<file path="src/rtl/core/lsic_div_cell.sv">
// One restoring division cell: produces one quotient bit of both coordinates.
module lsic_div_cell #(
    parameter int W   = 32,
    parameter int BIT = 0
) (
    input  logic           i_clk,
    input  logic           i_en,
    input  logic [2*W:0]   i_den,
    input  logic [3*W:0]   i_rem_x,
    input  logic [3*W:0]   i_rem_y,
    input  logic [W-1:0]   i_quo_x,
    input  logic [W-1:0]   i_quo_y,
    output logic [2*W:0]   o_den,
    output logic [3*W:0]   o_rem_x,
    output logic [3*W:0]   o_rem_y,
    output logic [W-1:0]   o_quo_x,
    output logic [W-1:0]   o_quo_y
);
    localparam int RW = 3 * W + 1;

    logic [RW-1:0] w_dsh;
    logic          w_take_x;
    logic          w_take_y;
    logic [RW-1:0] n_rem_x;
    logic [RW-1:0] n_rem_y;
    logic [W-1:0]  n_quo_x;
    logic [W-1:0]  n_quo_y;

    // trial subtract of the shifted divisor
    always_comb begin
        w_dsh    = RW'(i_den) << BIT;
        w_take_x = i_rem_x >= w_dsh;
        w_take_y = i_rem_y >= w_dsh;
        n_rem_x  = w_take_x ? i_rem_x - w_dsh : i_rem_x;
        n_rem_y  = w_take_y ? i_rem_y - w_dsh : i_rem_y;
        n_quo_x  = i_quo_x;
        n_quo_y  = i_quo_y;
        n_quo_x[BIT] = w_take_x;
        n_quo_y[BIT] = w_take_y;
    end

    always_ff @(posedge i_clk) begin
        if (i_en) begin
            o_den   <= i_den;
            o_rem_x <= n_rem_x;
            o_rem_y <= n_rem_y;
            o_quo_x <= n_quo_x;
            o_quo_y <= n_quo_y;
        end
    end
endmodule

</file>
<file path="config.mk">
export PLATFORM = sky130hd
export DESIGN_NAME = lsic_div_cell
export DESIGN_NICKNAME = d
export VERILOG_FILES = /design/src/rtl/core/lsic_div_cell.sv
export SDC_FILE = /design/constraint.sdc
export NUM_CORES = 1
export LEC_CHECK = 0
export ABC_CLOCK_PERIOD_IN_PS = 5000
export CAP_MARGIN = 10
export CORE_AREA = 2 2 250 252
export CTS_CLUSTER_DIAMETER = 100
export DETAILED_ROUTE_END_ITERATION = 12
export DIE_AREA = 0 0 252 254
export DONT_BUFFER_PORTS = 1
export GPL_TIMING_DRIVEN = 0
export HOLD_SLACK_MARGIN = 0.05
export PLACE_DENSITY = 0.5
export SETUP_SLACK_MARGIN = 0.05
export SLEW_MARGIN = 30
export SYNTH_ARGS = -nofsm -noshare
export SYNTH_HDL_FRONTEND = slang
export SYNTH_SLANG_ARGS = --single-unit
</file>
<file path="constraint.sdc">
create_clock -name i_clk -period 5 [get_ports i_clk]
set_input_delay 1 -clock i_clk [delete_from_list [all_inputs] [get_ports i_clk]]
set_output_delay 1 -clock i_clk [all_outputs]
set_load 0.01 [all_outputs]
</file>
Yosys cells after proc, flatten, opt, wreduce, memory -nomap -nowiden --
Cells that the tools add are included.
Word-level totals: bits in registers 323, input bits 325, output and inout bits 323, word-level logic and storage cells 11
Operators by class: add/subtract/negate cells 2, magnitude comparators 2, mux-type cells 2
Operators with widths (number):
- greater-or-equal comparator 97 x 65 -> 1 bit | 2
- two-way mux 97 bit | 2
- subtractor 97 x 65 -> 97 bit | 2

Longest topological paths before layout --
depth after elaboration 2, mapped depth 14, mapped depth without buffers 13

Least setup slack after synthesis --
OpenSTA, ideal clock, no wires.
path type input -> register, start point input port i_den[64], end point register o_rem_y[76], data pin, arrival time 3.853 ns, setup slack 0.875 ns, stages 14, path buffers 2, cells stage by stage inv_1 ha_1 buf_2 or4b_1 nor3_1 nand4_1 or4_1 o21ai_0 or4_1 buf_2 and2_1 nand2_1 nor4_1 xor2_1
On the way: word-level cells in the longest chain between the ends 2
RTL lines:
- start: declaration | RTL line 8 | input logic [2*W:0] i_den,
- subtractor 97 x 65 -> 97 bit / greater-or-equal comparator 97 x 65 -> 1 bit (equally long branches) | RTL line 35, 33
- two-way mux 97 bit * | RTL line 35 | n_rem_y = w_take_y ? i_rem_y - w_dsh : i_rem_y;
- named net n_rem_y[76] | RTL line 25 | logic [RW-1:0] n_rem_y;
- end signal: assignment | RTL line 46 | o_rem_y <= n_rem_y;
- end: declaration | RTL line 15 | output logic [3*W:0] o_rem_y,
The timed path passes the listed nets; every way through them passes the cells marked *. A chain may end at the register's enable or synchronous reset.

Worst setup path in the final report --
start point input port i_den[20], end point register o_rem_x[67], data pin
On the way: word-level cells in the longest chain between the ends 2
RTL lines:
- subtractor 97 x 65 -> 97 bit / greater-or-equal comparator 97 x 65 -> 1 bit (equally long branches) | RTL line 34, 32
- two-way mux 97 bit * | RTL line 34 | n_rem_x = w_take_x ? i_rem_x - w_dsh : i_rem_x;
- named net n_rem_x[67] | RTL line 24 | logic [RW-1:0] n_rem_x;
- end signal: assignment | RTL line 45 | o_rem_x <= n_rem_x;
- end: declaration | RTL line 14 | output logic [3*W:0] o_rem_x,
Marked as above.

==> qor_table.md <==
| Stage | Parameter | This run |
|:---|:---|:---|
| run status | Outcome | completed |
| final layout | Post-layout nets | 2762 |
| clock network | Number of CTS-inserted buffers | 40 |
| floorplan | Core Footprint | 61300 um2 |
| route | DRT Wirelength | 86.1 mm |
| synthesis | Number of nets in the synthesized netlist | 2720 |
| sta | Post-route fraction of the period consumed by the critical path | 0.996 |
| final layout | Fraction of layout cells with a size suffix above 1 | 0.0522 |
| min path | Source of the worst hold timing path | i_den[53] |
| placed design | Final HPWL DP | 70.2 mm |
| floorplan | Row cnt | 91 |
| global routing | Met3 track utilization from global routing | 0.0686 |
| synthesis | Post-synthesis sequential area ratio | 0.452 |
| pwr | Power per cell area | 343 nW/um2 |
| placed design | Cell area reported after detailed placement | 22500 um2 |
| setup path | Critical Path AT | 5290 ps |
| floorplan | Number of ports placed on the die boundary | 648 |
| synthesis | Ys Warns | 0 |
| synthesis | Ys flop type | edfxtp_1 |
| final layout | Non-filler instance count after layout | 3127 |
| floorplan | Initial standard-cell utilization of the core | 0.350 |
| placed design | Weighted congestion at the end of routability-driven global placement | 0.923 |
| floorplan | Chip height | 254 um |
| min path | Class of the worst hold path | in -> reg |
| floorplan | Width of the die | 252 um |
| pwr | Sum of internal, switching and leakage power | 8.15 mW |
| setup path | Maximum fanout count along the critical path | 7 |
| global routing | Gr ovfl total | 0 |
| synthesis | Largest cells by area after synthesis | edfxtp_1, ha_1, a21oi_1 |
| clock network | Clock edge transition at the registers on the reported setup and hold paths | 60 ps |
| route | 1st-iter DRT viols | 1484 |
| route | Antenna Nets Post-Route | 0 |
| setup path | Crit path capture type | register |
| synthesis | Synthesized area per cell | 9.49 um2 |
| synthesis | Count of unique library cells instantiated by Yosys | 77 |
| global routing | Met2 Use GR | 0.416 |
| synthesis | Number of flops mapped to enable cells by yosys | 323 |
| sta | Max frequency | 0.201 GHz |
| synthesis | Synthesized netlist cell count | 2263 |
| route | Drt wl/cell | 27.5 um |
| clock network | Post-CTS Hold Fix Bufs | 0 |
| global routing | GRT Overall Usage | 0.257 |
| route | Vias | 18060 |
| setup path | Nature of the critical path startpoint | primary input |
| pwr | Max rail drop VDD | 0.000225 V |
| synthesis | Synth top area share | 0.452 |
| global routing | Largest net degree at the start of global routing | 324 |
| sta | Unrepaired setup endpoints after global routing | no |
| global routing | Vias in the first global route | 17423 |
| clock network | Level count of the clock H-tree | 2 |
| pwr | Leakage dissipation | 8.75 nW |
| synthesis | Fraction of registers with async set/reset | 0 |
| clock network | Clock sink count | 323 |
| clock network | Worst-case clock buffer depth | 3 |
| global routing | Number of antenna violations at the first check in global routing | 1 |
| sta | Number of max-slew violations in the final report | 0 |
| global routing | Global-route wire length before repair | 121 mm |
| route | DRC | 0 |
| clock network | Root buffer selected by CTS | clkbuf_16 |
| final layout | Fill cells | 6133 |
| global routing | Met1 GRT Util | 0.344 |
| job | Count of maximum capacitance violations | 0 |
| final layout | Post-route cell area | 23800 um2 |
| setup path | Class of the most critical setup path | in -> reg |
| sta | Fin crit period | 4980 ps |
| route | First-pass iteration count of the detailed router | 5 |
| placed design | Count of placed standard cells including taps | 3053 |
| sta | Hold slack | 519 ps |
| final layout | Layout Area Growth over Synthesis | 10.7% |
| sta | Least-Margin Pin Slew | 953 ps |
| synthesis | Post-Synthesis Cell Area | 21500 um2 |
| floorplan | DIE AREA | 64000 um2 |
| setup path | Critical path required time | 5310 ps |
| route | Vias per std cell | 5.78 |
| sta | Max-slew headroom at the worst pin | 0.361 |
| synthesis | Number of storage elements in the synthesis netlist | 323 |
| placed design | Port buffer count | 0 |
| clock network | CTS tree | built |
| global routing | Busiest metal layer after global routing | met2 |
| final layout | Util after Layout | 0.388 |
| sta | Final number of hold-violating endpoints | 0 |
| synthesis | Largest area contributor in the netlist | edfxtp_1 |
| setup path | CP Launch Point | i_den[20] |
| sta | Number of failing setup endpoints in the final timing report | 0 |
final cells by class:
class	instances	area, um2	share of cell area
Multi-Input combinational cell	1737	11000	0.462
Inverter	111	417	0.0175
Sequential cell	323	9700	0.408
Clock inverter	23	198	0.00832
Clock buffer	50	1080	0.0455
Tap cell	790	988	0.0416
Antenna cell	1	2.50	0.000105
Buffer	92	395	0.0166
per-stage QoR:
stage,setup slack [ps],TNS (ps)
after floorplan,875,0
after global placement,-1090,-71910
after detailed placement,-1110,-66950
after CTS,77.6,0
after global routing,95.2,0
final,22.0,0
layout by cell type, fill, tap and decap left out, types with 67 or more instances in the layout:
cell and n:
ha_1 130, clkbuf_1 79, xnor2_1 105, nand4_1 67, xor2_1 82, nor2_1 251, a21oi_1 309, o21ai_0 114
edfxtp_1 323, inv_1 110, nand2_1 196
cell usage after synthesis, drive strengths merged, types with 7 or more instances:
master / count
edfxtp: 323
a21oi: 309
nor2: 251
nand2: 196
ha: 130
o21ai: 118
inv: 111
xnor2: 105
xor2: 82
clkbuf: 75
nand4: 67
nor3: 50
a21o: 47
o21bai: 39
nand3: 37
nor4: 36
nand2b: 29
a31oi: 21
buf: 17
nor2b: 16
or3: 15
mux2: 14
o211ai: 14
and3: 12
and4: 11
or2: 11
o21a: 10
or4: 9
a211oi: 8
a21boi: 7
o2111ai: 7
o31ai: 7
cell families (layout without fill, tap and decap cells):
logic type / count (synthesis) / in the layout / share of synthesized area
simple gates: 769 / 769 / 0.174
compound gates: 632 / 632 / 0.174
flops: 323 / 323 / 0.452
buf+inv: 203 / 276 / 0.0376
xor+xnor: 187 / 187 / 0.0763
fa+ha+maj: 132 / 132 / 0.0776
mux: 17 / 17 / 0.00874
other cells: 0 / 1 / 0
worst max-delay path: stages:
cell and delay [ps]:
inv_1 90, ha_1 300, clkbuf_1 280, nand2_1 200, nor4_1 760, and4_1 440
a2111oi_0 200, or4b_1 600, nand3_1 340, a31oi_1 260, o21ai_1 420, a31oi_1 190
xor2_1 200
power by group:
part	leakage, nW	internal (mW)	switching [mW]
Clock	0.613	1.65	1.21
Sequential	3.16	3.41	0.345
Combinational	4.98	0.556	0.982
flip-flops by register name, summed over array words and instances (netlist names):
name,cells
o_rem_x,97
o_rem_y,97
o_den,65
o_quo_x,32
o_quo_y,32
metal layers:
metal  up-vias  routed length, um
li1       8443                  -
met1      8820              37100
met2       714              40300
met3        81               7120
met4         2               1540
met5         -                 13
path summary, 6_finish.rpt:
| path | endpoint | slack [ps] | cells past startpoint |
|---|---|---|---|
| setup / recovery | o_rem_x[67] | 20 | 13 |
| hold / removal | o_den[53] | 520 | 0 |
what timing repair did:
item / CTS / global route
hold endpoints to repair: 0 / 0
gates resized for setup: 4 / 8
buffers inserted: 0 / 0
endpoints found under the setup margin: 55 / 57
Power figures use the tool's default switching activity.
